[config.mk]
export PLATFORM = sky130hd
export DESIGN_NAME = civil_datetime_to_unix_seconds_top
export DESIGN_NICKNAME = d
export VERILOG_FILES = /design/src/rtl/civdt_pkg.sv /design/src/rtl/civdt_front.sv /design/src/rtl/civdt_leap.sv /design/src/rtl/civdt_scale.sv /design/src/rtl/civil_datetime_to_unix_seconds_top.sv
export SDC_FILE = /design/constraint.sdc
export NUM_CORES = 1
export LEC_CHECK = 0
export BUFFER_PORTS_ARGS = -buffer_cell sky130_fd_sc_hd__buf_2
export CAP_MARGIN = 25
export CORE_UTILIZATION = 32
export DETAILED_ROUTE_END_ITERATION = 10
export GPL_TIMING_DRIVEN = 0
export PLACE_DENSITY = 0.58
export SLEW_MARGIN = 20
export SYNTH_ARGS = -nofsm -noshare
export SYNTH_HDL_FRONTEND = slang
export SYNTH_SLANG_ARGS = --single-unit
[constraint.sdc]
create_clock -name clk -period 10.41 [get_ports clk]
set_input_delay 2.082 -clock clk [delete_from_list [all_inputs] [get_ports clk]]
set_output_delay 2.082 -clock clk [all_outputs]
set_load 0.05 [all_outputs]
[src/rtl/civdt_pkg.sv]
package civdt_pkg;

  // Day offset (153*m+3)/5 of the March-based month m, indexed by the raw
  // month field. January and February map to months 13 and 14 of the
  // previous shifted year. Codes twelve to fifteen run on linearly.
  typedef logic [8:0] moff_t;

  localparam moff_t MONTH_OFFSET [16] = '{
    9'd398, 9'd429, 9'd92,  9'd123, 9'd153, 9'd184, 9'd214, 9'd245,
    9'd276, 9'd306, 9'd337, 9'd367, 9'd398, 9'd429, 9'd459, 9'd490
  };

  // floor(v / 25) for 0 <= v < 4200 is (v * 1311) >> 15.
  localparam int unsigned DIV25_MUL   = 1311;
  localparam int unsigned DIV25_SHIFT = 15;
  // Bias that keeps the quarter-year count positive, and its value / 25.
  localparam int unsigned Y4_BIAS     = 2100;
  localparam int unsigned Y100_BIAS   = Y4_BIAS / 25;
  localparam int unsigned DAY_EPOCH   = 11323;
  localparam int unsigned SEC_PER_DAY = 86400;

  typedef struct packed {
    logic signed [14:0] y;
    logic signed [10:0] yday;
    logic        [10:0] hm;
    logic        [5:0]  sec;
  } front_t;

  typedef struct packed {
    logic signed [12:0] y4;
    logic        [22:0] qprod;
    logic signed [22:0] y365;
    logic signed [10:0] yday;
    logic        [16:0] tod;
  } leap_t;

  typedef struct packed {
    logic signed [23:0] days;
    logic        [16:0] tod;
  } days_t;

  typedef struct packed {
    logic        [38:0] prod;
    logic        [16:0] tod;
  } scale_t;

endpackage

[src/rtl/civdt_front.sv]
module civdt_front (
  input  logic                clk,
  input  logic                en,
  input  logic signed [13:0]  year_since_1900,
  input  logic [3:0]          month_index,
  input  logic [4:0]          day_of_month,
  input  logic signed [9:0]   day_of_year,
  input  logic [4:0]          hour,
  input  logic [5:0]          minute,
  input  logic [5:0]          second,
  output civdt_pkg::front_t   front_r
);
  import civdt_pkg::*;

  front_t             front_nxt;
  logic               month_mode;
  logic               dec;
  logic signed [10:0] yday_mon;

  always_comb begin
    month_mode = day_of_year[9];
    // January and February belong to the previous shifted year; the
    // day-of-year form counts from January 1 and always takes the previous shifted year.
    dec = month_mode ? (month_index <= 4'd1) : 1'b1;
    yday_mon = $signed({2'b00, MONTH_OFFSET[month_index]})
             + $signed({6'd0, day_of_month}) - 11'sd399;
    front_nxt.y = $signed({year_since_1900[13], year_since_1900}) - 15'sd100
                - $signed({14'd0, dec});
    front_nxt.yday = month_mode ? yday_mon
                                : $signed({day_of_year[9], day_of_year});
    front_nxt.hm = ({6'd0, hour} * 11'd60) + {5'd0, minute};
    front_nxt.sec = second;
  end

  always_ff @(posedge clk) begin
    if (en) begin
      front_r <= front_nxt;
    end
  end

endmodule

[src/rtl/civdt_leap.sv]
module civdt_leap (
  input  logic               clk,
  input  logic               en,
  input  civdt_pkg::front_t  front_r,
  output civdt_pkg::days_t   days_r
);
  import civdt_pkg::*;

  leap_t              leap_r;
  leap_t              leap_nxt;
  days_t              days_nxt;
  logic signed [14:0] y4_wide;
  logic signed [13:0] y4_biased;
  logic signed [22:0] y_ext;
  logic        [7:0]  q;
  logic signed [8:0]  y100;
  logic signed [8:0]  y400;

  // First stage: floor(y/4), the biased product for the divide by 25,
  // 365 * y, and the time of day in seconds.
  always_comb begin
    y4_wide = front_r.y >>> 2;
    leap_nxt.y4 = y4_wide[12:0];
    y4_biased = $signed({leap_nxt.y4[12], leap_nxt.y4}) + 14'(Y4_BIAS);
    leap_nxt.qprod = {10'd0, y4_biased[12:0]} * 23'(DIV25_MUL);
    y_ext = {{8{front_r.y[14]}}, front_r.y};
    leap_nxt.y365 = y_ext * 23'sd365;
    leap_nxt.yday = front_r.yday;
    leap_nxt.tod = ({6'd0, front_r.hm} * 17'd60) + {11'd0, front_r.sec};
  end

  // Second stage: remove the bias, then sum up the day count.
  always_comb begin
    q = leap_r.qprod[DIV25_SHIFT +: 8];
    y100 = $signed({1'b0, q}) - 9'(Y100_BIAS);
    y400 = y100 >>> 2;
    days_nxt.days = {{1{leap_r.y365[22]}}, leap_r.y365}
                  + {{11{leap_r.y4[12]}}, leap_r.y4}
                  + {{13{leap_r.yday[10]}}, leap_r.yday}
                  + 24'(DAY_EPOCH)
                  - {{15{y100[8]}}, y100}
                  + {{15{y400[8]}}, y400};
    days_nxt.tod = leap_r.tod;
  end

  always_ff @(posedge clk) begin
    if (en) begin
      leap_r <= leap_nxt;
      days_r <= days_nxt;
    end
  end

endmodule

[src/rtl/civdt_scale.sv]
module civdt_scale (
  input  logic              clk,
  input  logic              en,
  input  civdt_pkg::days_t  days_r,
  output logic [38:0]       secs_r
);
  import civdt_pkg::*;

  scale_t             scale_r;
  scale_t             scale_nxt;
  logic signed [40:0] prod_full;
  logic [38:0]        secs_nxt;

  always_comb begin
    prod_full = $signed({{17{days_r.days[23]}}, days_r.days}) * 41'(SEC_PER_DAY);
    scale_nxt.prod = prod_full[38:0];
    scale_nxt.tod = days_r.tod;
    // The sum wraps to 39 bits in two's complement.
    secs_nxt = scale_r.prod + {22'd0, scale_r.tod};
  end

  always_ff @(posedge clk) begin
    if (en) begin
      scale_r <= scale_nxt;
      secs_r  <= secs_nxt;
    end
  end

endmodule

[src/rtl/civil_datetime_to_unix_seconds_top.sv]
// Civil date-time to Unix seconds converter.
//
// The input channel (in_valid / in_ready) carries one UTC date-time per
// beat: year minus 1900, month, day of month, zero-based day of year,
// hour, minute and second. A negative day of year selects the month and
// day form; otherwise the day of year is used as given. The result channel
// (out_valid / out_ready) returns one beat per input beat, in order: the
// signed 39-bit count of seconds since 1970-01-01 00:00:00 UTC.
//
// The datapath is a five-stage pipeline: field preparation, leap-year
// quotients and 365*y, day count sum, day-to-seconds multiply, and the
// final add of the time of day. A result is presented on the output once
// its input beat has passed through all the stages, and one beat is
// accepted every cycle while the output is not stalled.
//
// When the receiver stalls, the whole pipeline holds: in_ready drops as
// soon as the output stage holds a beat that is not taken, and no beat is
// lost or repeated. Reset clears the stage valid bits only; the data
// registers need no reset since nothing is stored between beats.
module civil_datetime_to_unix_seconds_top (
  input  logic               clk,
  input  logic               rst_n,
  input  logic               in_valid,
  output logic               in_ready,
  input  logic signed [13:0] in_year_since_1900,
  input  logic [3:0]         in_month_index,
  input  logic [4:0]         in_day_of_month,
  input  logic signed [9:0]  in_day_of_year,
  input  logic [4:0]         in_hour,
  input  logic [5:0]         in_minute,
  input  logic [5:0]         in_second,
  output logic               out_valid,
  input  logic               out_ready,
  output logic signed [38:0] out_unix_seconds
);
  import civdt_pkg::*;

  localparam int STAGES = 5;

  logic [STAGES-1:0] valid_r;
  logic [STAGES-1:0] valid_nxt;
  logic              en;
  front_t            front_r;
  days_t             days_r;
  logic [38:0]       secs_r;

  // The pipeline advances as a whole unless the output beat is waiting.
  assign en = ~valid_r[STAGES-1] | out_ready;
  assign in_ready = en;
  assign out_valid = valid_r[STAGES-1];
  assign out_unix_seconds = $signed(secs_r);

  always_comb begin
    valid_nxt = valid_r;
    if (en) begin
      valid_nxt = {valid_r[STAGES-2:0], in_valid};
    end
  end

  always_ff @(posedge clk) begin
    if (!rst_n) begin
      valid_r <= '0;
    end else begin
      valid_r <= valid_nxt;
    end
  end

  civdt_front u_front (
    .clk             (clk),
    .en              (en),
    .year_since_1900 (in_year_since_1900),
    .month_index     (in_month_index),
    .day_of_month    (in_day_of_month),
    .day_of_year     (in_day_of_year),
    .hour            (in_hour),
    .minute          (in_minute),
    .second          (in_second),
    .front_r         (front_r)
  );

  civdt_leap u_leap (
    .clk     (clk),
    .en      (en),
    .front_r (front_r),
    .days_r  (days_r)
  );

  civdt_scale u_scale (
    .clk    (clk),
    .en     (en),
    .days_r (days_r),
    .secs_r (secs_r)
  );

endmodule
==> results.txt, run 1 <==
run status -> finished, final reports clean
number of antenna violations at the first check in global routing -> 1
CP max-delay cell -> sky130_fd_sc_hd__edfxtp_1
startpoint-to-endpoint class of the critical path -> flop to flop
Synth Instances -> 2087
sequential standard cell area -> 7430 µm²
headroom to the max-slew limit -> 38.5%
total die area -> 74000 µm²
Max Fanout on Critical Path -> 8
largest delay contributor family on the critical path -> adder cells
half-perimeter wire length after placement -> 33200 µm
core region area -> 71900 µm²
crit start category -> flop
RSZ-0062 raised after global routing -> false
Post-Layout Inst Area -> 26100 µm²
post-synthesis cell area -> 23300 µm²
count of unique library cells instantiated by Yosys -> 58
via count of the first global-routing pass -> 14981
sum of met2 wire segment lengths after detailed routing -> 20300 µm
count of flip-flops with a built-in enable after synthesis -> 244
most area-consuming cells after synthesis -> sky130_fd_sc_hd__edfxtp_1 31%, sky130_fd_sc_hd__fa_1 20%, sky130_fd_sc_hd__ha_1 19%
maximum clock rate -> 134 MHz
predominant post-synthesis flop cell -> sky130_fd_sc_hd__edfxtp_1
fin nets -> 2864
measured slew at the worst slew-check pin -> 0.916 ns
effective utilization at floorplan -> 32.5%
number of antenna cells inserted -> 0
number of max-cap violations -> 0
# H-tree levels -> 1
Setup crit end kind -> flop
drt via density -> 4.38
final-report setup violation count -> 0
Filler Cell Count -> 7075
total I/O pin count -> 95
Critical R2R Launch -> u_front.front_r[34]
met3 WL -> 1030 µm
Commonest cells post-synth -> 496 x sky130_fd_sc_hd__inv_1, 361 x sky130_fd_sc_hd__ha_1, 244 x sky130_fd_sc_hd__edfxtp_1
maximum number of pins on one net before global-route repair -> 113
highest metal used -> met5
layout cell share with drive strength beyond 1 -> 7.24%
final count of pins violating max slew -> 0
Buf/Inv on CP -> 4
clock tree from TritonCTS -> done
post-CTS setup buffers -> 0
buffer levels on the longest clock path -> 3
number of buffers added by the clock tree synthesis step -> 31
vias -> 13955
CTS Root Cell -> sky130_fd_sc_hd__clkbuf_16
Mapped Nets -> 2736
launch point of the worst hold path -> u_leap.days_nxt[6]
clock insertion delay at the later pin of the skew report -> 0.59 ns
Period minus WS final -> 7.46 ns
Routed WL -> 39900 µm
WL per Instance -> 12.5 µm
Placement Cell Area -> 25100 µm²
Syn. warnings -> 0
global-route wire length before repair -> 69500 µm
WP data arrival -> 7.80 ns
fraction of synthesized cell area taken by the top area cell type -> 31.4%
async set or reset register ratio after synthesis -> 0%
average size of a mapped cell -> 11.2 µm²
flop and latch count out of synthesis -> 249
worst hold-check path type -> flop to flop
number of iterations in the first detailed-routing pass -> 4
source of the critical timing path -> u_front.front_r[34]
cell with the most instances after synthesis -> sky130_fd_sc_hd__inv_1
y dimension of the die -> 272 µm
RD Place Congestion -> 0.824
final period utilization -> 71.7%
overall die width -> 272 µm
DRC viols -> 0
number of hold-slack violations in the final timing report -> 0
Hold Buf Count CTS -> 0
clk sinks -> 249
# resized after CTS -> 0
std cell rows -> 98
top cell type by total area after synthesis -> sky130_fd_sc_hd__edfxtp_1
drt first-iter violations -> 461
data required time of the critical path -> 10.75 ns
wire length the detailed router placed on met1 -> 17600 µm
# port buffers -> 93
Layout area overhead -> 12.0%
antenna-violating nets left -> 0
area occupied by multi-input gates -> 14000 µm²
overflow left after global routing -> 0
Max stage delay on crit path -> 0.58 ns
Seq/Total Area, Yosys -> 31.8%
worst clock skew -> 0.00728 ns
Tot GR Track Use -> 11.1%
clock input transition at the sequential cells of the worst setup and hold paths -> 0.06 ns
[cells by family (layout without fill, tap and decap cells)]
kind of cell	after synthesis	count (layout)	synth area share [%]
flip-flops	249	249	31.8
adder cells (fa/ha/maj)	595	595	39.4
AO/OA/AOI/OAI	285	285	7.97
AND/OR/NAND/NOR	262	262	5.46
multiplexers	8	8	0.370
buffers and inverters	505	657	8.12
XOR/XNOR	183	183	6.86
[worst paths after layout]
path                                          end  slack [ns]  depth (start not counted)
worst min-delay path             u_leap.days_r[6]        0.42                          0
worst min register to register   u_leap.days_r[6]        0.42                          0
worst max register to register  u_leap.leap_r[73]        2.95                         26
worst max-delay path            u_leap.leap_r[73]        2.95                         26
[routing by layer]
layer | track usage, % | vias to the layer above
li1 | - | 7131
met1 | 13.3 | 6639
met2 | 20.8 | 123
met3 | 1.52 | 60
met4 | 2.93 | 2
met5 | 0 | -
[placed cells by master (no fill, tap or decap), types with 24 or more instances in the layout]
cell type                   instances
sky130_fd_sc_hd__buf_2             93
sky130_fd_sc_hd__fa_1             234
sky130_fd_sc_hd__nand2_1           49
sky130_fd_sc_hd__inv_1            495
sky130_fd_sc_hd__clkbuf_16         31
sky130_fd_sc_hd__o21ai_0           50
sky130_fd_sc_hd__o21a_1            24
sky130_fd_sc_hd__nor2_1            80
sky130_fd_sc_hd__xor2_1            51
sky130_fd_sc_hd__ha_1             361
sky130_fd_sc_hd__a21oi_1           81
sky130_fd_sc_hd__a21o_1            48
sky130_fd_sc_hd__xnor2_1          129
sky130_fd_sc_hd__edfxtp_1         244
sky130_fd_sc_hd__nand3_1           30
[metrics by stage]
step	TNS (ns)	utilization (%)	setup slack, ns	instances	hold WS [ns]
6_report	0	36.4	2.95	3189	0.417
5_1_grt	0	36.4	2.58	3189	0.418
4_1_cts	0	36.4	2.88	3189	0.417
3_5_place_dp	0	34.9	2.92	3132	0.405
3_3_place_gp	-1.37	34.8	-1.37	3130	0.401
2_1_floorplan	0	-	1.11	2087	0.400
[area by class of cell]
cell class                 count  area share (%)
buffer                         9           0.129
clock buffer                  34            3.01
clock inverter                23            1.04
sequential                   249            28.4
tap                          950            4.55
timing repair buffer          95            1.99
inverter                     496            7.15
multi-input combinational   1333            53.7
[sequential cells by signal, summed over array words and instances, names as in the netlist]
name / flops
u_front.front_r: 43
u_leap.days_r: 41
u_scale.secs_r: 39
u_scale.scale_r: 49
u_leap.leap_r: 55
valid_r: 5
u_leap.days_nxt: 17
Power of run 1 is left out: the tool's default activity adds up to more than one toggle a clock period on the data nets, which glitch-free logic cannot reach.
==> run 2, diff against run 1 <==
- ABC_AREA: default -> 1
- clock period: 10.41 -> 7.82 ns (I/O delays scaled with it)
==> results.txt, run 2 <==
run status -> finished, final reports clean
layout cell share with drive strength beyond 1 -> 6.34%
count of unique library cells instantiated by Yosys -> 50
worst clock skew -> 0.0207 ns
Synth Instances -> 2672
startpoint-to-endpoint class of the critical path -> flop to flop
Placement Cell Area -> 27200 µm²
area occupied by multi-input gates -> 15500 µm²
clock tree from TritonCTS -> done
final period utilization -> 81.0%
register-to-register path setup slack -> 1.48 ns
clock input transition at the sequential cells of the worst setup and hold paths -> 0.07 ns
WP data arrival -> 6.65 ns
number of antenna violations at the first check in global routing -> 0
maximum clock rate -> 158 MHz
cell with the most instances after synthesis -> sky130_fd_sc_hd__inv_1
Max Fanout on Critical Path -> 7
placed insts -> 3813
worst setup slack after placement -> 1.52 ns
crit start category -> flop
sequential standard cell area -> 7430 µm²
Commonest cells post-synth -> 629 x sky130_fd_sc_hd__inv_1, 398 x sky130_fd_sc_hd__nand2_1, 361 x sky130_fd_sc_hd__ha_1
clk sinks -> 249
Period minus WS final -> 6.34 ns
Largest regs -> u_leap.leap_r: 55 flops, u_scale.scale_r: 49 flops, u_front.front_r: 43 flops
Layout area overhead -> 11.4%
std cell rows -> 102
# port buffers -> 94
core region area -> 77800 µm²
final count of pins violating max slew -> 0
Routed WL -> 48600 µm
count of flip-flops with a built-in enable after synthesis -> 244
async set or reset register ratio after synthesis -> 0%
via count of the first global-routing pass -> 17842
final critical-path setup slack -> 1.48 ns
predominant post-synthesis flop cell -> sky130_fd_sc_hd__edfxtp_1
total I/O pin count -> 95
post-layout instance count excluding filler cells -> 3864
number of antenna cells inserted -> 0
number of iterations in the first detailed-routing pass -> 6
Tot GR Track Use -> 12.5%
maximum number of pins on one net before global-route repair -> 39
clock insertion delay at the later pin of the skew report -> 0.58 ns
most frequent standard cell in the layout excluding fill and tap cells -> sky130_fd_sc_hd__inv_1
measured slew at the worst slew-check pin -> 0.950 ns
most frequent cells in the layout -> 628 x sky130_fd_sc_hd__inv_1, 398 x sky130_fd_sc_hd__nand2_1, 361 x sky130_fd_sc_hd__ha_1
Total Neg Setup Slack -> 0 ns
Setup crit end kind -> flop
RSZ-0062 raised after global routing -> false
fin nets -> 3453
vias -> 17068
flop and latch count out of synthesis -> 249
buffer levels on the longest clock path -> 3
y dimension of the die -> 283 µm
global-route wire length before repair -> 84400 µm
overflow left after global routing -> 0
drt first-iter violations -> 691
Hold Buf Count CTS -> 0
final-report setup violation count -> 0
fraction of synthesized cell area taken by the top area cell type -> 29.0%
worst hold-check path type -> flop to flop
post-synthesis cell area -> 25300 µm²
max FFs per register -> 55
Post-Layout Inst Area -> 28100 µm²
number of hold-slack violations in the final timing report -> 0
RD Place Congestion -> 0.877
effective utilization at floorplan -> 32.5%
headroom to the max-slew limit -> 36.7%
drt via density -> 4.42
overall die width -> 283 µm
# H-tree levels -> 1
average size of a mapped cell -> 9.46 µm²
top cell type by total area after synthesis -> sky130_fd_sc_hd__edfxtp_1
total die area -> 80100 µm²
half-perimeter wire length after placement -> 41500 µm
WL per Instance -> 12.6 µm
Seq/Total Area, Yosys -> 29.4%
antenna-violating nets left -> 0
number of max-cap violations -> 0
CTS Root Cell -> sky130_fd_sc_hd__clkbuf_16
post-CTS setup buffers -> 0
DRC viols -> 0
data required time of the critical path -> 8.13 ns
Mapped Nets -> 3321
number of buffers added by the clock tree synthesis step -> 29
Filler Cell Count -> 7992
most area-consuming cells after synthesis -> sky130_fd_sc_hd__edfxtp_1 29%, sky130_fd_sc_hd__fa_1 19%, sky130_fd_sc_hd__ha_1 18%
# resized after CTS -> 0
Syn. warnings -> 0
Biggest register -> u_leap.leap_r
## run 2: cells by family after synthesis
logic type | after synthesis | share of synthesized area, %
and+or+nand+nor | 750 | 12.7
adders and majority gates | 595 | 36.4
AOI/OAI and AO/OA | 280 | 6.28
DFF | 249 | 29.4
buffers and inverters | 632 | 9.40
xor gates and xnor gates | 166 | 5.78
## run 2: area by class of cell
class	instances	share of cell area, %
clock buffers	33	2.63
plain buffers	3	0.0489
well taps	1040	4.62
multi-input cells	1791	55.0
clock inverters	18	0.773
flip-flops and latches	249	26.4
inverters	629	8.40
repair buffers	101	2.17
## run 2: worst paths after layout
kind,startpoint,to,cells past startpoint
min reg2reg,u_leap.days_nxt[15],u_leap.days_r[15],0
max,u_front.front_r[34],u_leap.leap_r[70],25
max reg2reg,u_front.front_r[34],u_leap.leap_r[70],25
min,u_leap.days_nxt[15],u_leap.days_r[15],0
## run 2: critical path, stage by stage, from the launching register on
cell,delay [ns]
sky130_fd_sc_hd__edfxtp_1,0.57
sky130_fd_sc_hd__inv_1,0.24
sky130_fd_sc_hd__ha_1,0.24
sky130_fd_sc_hd__a21boi_2,0.18
sky130_fd_sc_hd__nor2_4,0.15
sky130_fd_sc_hd__xor2_1,0.59
sky130_fd_sc_hd__inv_1,0.24
sky130_fd_sc_hd__xor2_1,0.21
sky130_fd_sc_hd__inv_1,0.06
sky130_fd_sc_hd__ha_1,0.28
sky130_fd_sc_hd__ha_1,0.29
sky130_fd_sc_hd__inv_1,0.04
sky130_fd_sc_hd__fa_1,0.47
sky130_fd_sc_hd__inv_1,0.05
sky130_fd_sc_hd__fa_1,0.54
sky130_fd_sc_hd__inv_1,0.06
sky130_fd_sc_hd__fa_1,0.54
sky130_fd_sc_hd__inv_1,0.05
sky130_fd_sc_hd__ha_1,0.33
sky130_fd_sc_hd__a21oi_1,0.24
sky130_fd_sc_hd__o21ai_0,0.18
sky130_fd_sc_hd__a21oi_1,0.15
sky130_fd_sc_hd__nand2_1,0.09
sky130_fd_sc_hd__nand2_1,0.07
sky130_fd_sc_hd__nand2_1,0.06
sky130_fd_sc_hd__xor2_1,0.16
## run 2: metal layers
| layer | vias up | global-route usage, % | wire length (µm) |
|---|---|---|---|
| met1 | 7927 | 15.6 | 22400 |
| met4 | 0 | 3.29 | 1230 |
| met3 | 78 | 1.36 | 1230 |
| met2 | 207 | 22.8 | 23800 |
| met5 | - | 0 | 0 |
| li1 | 8856 | - | - |
## run 2: stage by stage
| step | util, % | hold WS, ns |
|---|---|---|
| 6_report | 36.2 | 0.407 |
| 5_1_grt | 36.2 | 0.417 |
| 4_1_cts | 36.2 | 0.411 |
| 3_5_place_dp | 34.9 | 0.405 |
| 3_3_place_gp | 34.7 | 0.401 |
| 2_1_floorplan | - | 0.400 |
Power of run 2 is left out for the same reason.
==> run 3, diff against run 2 <==
- clock period: 7.82 -> 6.2 ns (I/O delays scaled with it)
==> results.txt, run 3 (synthesis gave the netlist of run 2 again) <==
via count of the first global-routing pass -> 17837
Layout area overhead -> 12.1%
headroom to the max-slew limit -> 27.2%
run status -> finished, final reports clean
# port buffers -> 94
utilization after layout -> 36.4%
reg2reg end -> u_leap.leap_r[70]
WL per Instance -> 12.6 µm
core region area -> 77800 µm²
overall die width -> 283 µm
clock insertion delay at the later pin of the skew report -> 0.58 ns
end of the critical path -> u_leap.leap_r[70]
most frequent cells in the layout -> 625 x sky130_fd_sc_hd__inv_1, 398 x sky130_fd_sc_hd__nand2_1, 361 x sky130_fd_sc_hd__ha_1
half-perimeter wire length after placement -> 41500 µm
# H-tree levels -> 1
final-report setup violation count -> 0
number of iterations in the first detailed-routing pass -> 5
final count of pins violating max slew -> 0
y dimension of the die -> 283 µm
vias -> 17069
drt first-iter violations -> 677
Placement Cell Area -> 27200 µm²
final period utilization -> 94.4%
Setup crit end kind -> flop
effective utilization at floorplan -> 32.5%
worst clock skew -> 0.0207 ns
post-layout instance count excluding filler cells -> 3881
register-to-register path setup slack -> 0.35 ns
most frequent standard cell in the layout excluding fill and tap cells -> sky130_fd_sc_hd__inv_1
antenna-violating nets left -> 0
reg2reg path depth -> 26
Max Fanout on Critical Path -> 7
Filler Cell Count -> 7977
buffer levels on the longest clock path -> 3
Routed WL -> 48700 µm
total I/O pin count -> 95
number of buffers added by the clock tree synthesis step -> 29
Largest regs -> u_leap.leap_r: 55 flops, u_scale.scale_r: 49 flops, u_front.front_r: 43 flops
overflow left after global routing -> 0
drt via density -> 4.40
clk sinks -> 249
RSZ-0062 raised after global routing -> false
global-route wire length before repair -> 84400 µm
data required time of the critical path -> 6.52 ns
DRC viols -> 0
source of the critical timing path -> u_front.front_r[34]
Hold Buf Count CTS -> 0
Period minus WS final -> 5.85 ns
Critical R2R Launch -> u_front.front_r[34]
maximum number of pins on one net before global-route repair -> 39
number of antenna cells inserted -> 0
crit start category -> flop
Biggest register -> u_leap.leap_r
fin nets -> 3470
worst hold-check path type -> flop to flop
number of max-cap violations -> 0
clock tree from TritonCTS -> done
std cell rows -> 102
measured slew at the worst slew-check pin -> 1.09 ns
number of hold-slack violations in the final timing report -> 0
Total Neg Setup Slack -> 0 ns
WP data arrival -> 6.17 ns
maximum clock rate -> 171 MHz
Post-Layout Inst Area -> 28300 µm²
startpoint-to-endpoint class of the critical path -> flop to flop
layout cell share with drive strength beyond 1 -> 7.18%
max FFs per register -> 55
Tot GR Track Use -> 12.5%
number of antenna violations at the first check in global routing -> 0
total die area -> 80100 µm²
RD Place Congestion -> 0.877
CTS Root Cell -> sky130_fd_sc_hd__clkbuf_16
clock input transition at the sequential cells of the worst setup and hold paths -> 0.07 ns
placed insts -> 3813
==> run 3: cell count changes in the layout (fill, tap and decap cells not counted), sizes merged <==
cell / delta
buf: +17
==> run 3: how the worst min path moves through the flow <==
| stage | startpoint | endpoint | slack (ns) | cells past startpoint |
|---|---|---|---|---|
| after CTS | u_leap.days_r[10] | u_scale.scale_r[10] | 0.41 | 0 |
| final | u_leap.days_nxt[15] | u_leap.days_r[15] | 0.41 | 0 |
| after global placement | u_leap.days_nxt[16] | u_leap.days_r[16] | 0.40 | 0 |
| after detailed placement | u_leap.days_r[10] | u_scale.scale_r[10] | 0.40 | 0 |
| after floorplan | u_front.front_r[0] | u_leap.days_nxt[0] | 0.40 | 0 |
| after global routing | u_leap.days_nxt[15] | u_leap.days_r[15] | 0.42 | 0 |
==> run 3: routing by layer <==
layer  GRT usage, %  routed length (µm)
met5              0                   0
met4           3.29                1100
met3           1.36                1210
met2           22.8               24000
met1           15.6               22400
==> run 3: what timing repair did <==
| item | in CTS | in global routing |
|---|---|---|
| gates resized for setup | 4 | 6 |
| setup endpoints to repair | 4 | 8 |
| setup buffers | 0 | 17 |
==> run 3: metrics by stage <==
step	hold slack (ns)	setup WS (ns)
2_1_floorplan	0.400	0.245
3_3_place_gp	0.401	-2.12
3_5_place_dp	0.405	-0.0957
4_1_cts	0.411	0.0173
5_1_grt	0.417	0.00217
6_report	0.407	0.347
==> run 3: final cells by class <==
cell class	count	area, µm²	share of cell area (%)
Timing Repair Buffer	118	738	2.61
Clock buffer	33	741	2.61
Tap cell	1040	1300	4.59
Sequential cell	249	7430	26.2
Clock inverter	18	218	0.768
Multi-Input combinational cell	1791	15500	54.8
Inverter	629	2360	8.35
Buffer	3	13.8	0.0486
==> run 3: worst max-delay path, stage by stage, from the launching register on <==
cell	delay [ns]
sky130_fd_sc_hd__edfxtp_1	0.53
sky130_fd_sc_hd__inv_2	0.15
sky130_fd_sc_hd__ha_1	0.21
sky130_fd_sc_hd__nand2_1	0.07
sky130_fd_sc_hd__nand2_1	0.08
sky130_fd_sc_hd__a21oi_2	0.23
sky130_fd_sc_hd__nor2_2	0.08
sky130_fd_sc_hd__xor2_2	0.41
sky130_fd_sc_hd__xor2_1	0.19
sky130_fd_sc_hd__inv_1	0.06
sky130_fd_sc_hd__ha_1	0.29
sky130_fd_sc_hd__ha_1	0.29
sky130_fd_sc_hd__inv_1	0.04
sky130_fd_sc_hd__fa_1	0.47
sky130_fd_sc_hd__inv_1	0.05
sky130_fd_sc_hd__fa_1	0.54
sky130_fd_sc_hd__inv_1	0.06
sky130_fd_sc_hd__fa_1	0.54
sky130_fd_sc_hd__inv_1	0.05
sky130_fd_sc_hd__ha_1	0.33
sky130_fd_sc_hd__a21oi_1	0.24
sky130_fd_sc_hd__o21ai_0	0.18
sky130_fd_sc_hd__a21oi_1	0.15
sky130_fd_sc_hd__nand2_1	0.10
sky130_fd_sc_hd__nand2_1	0.07
sky130_fd_sc_hd__nand2_1	0.06
sky130_fd_sc_hd__xor2_1	0.15
Power of run 3 is left out for the same reason.
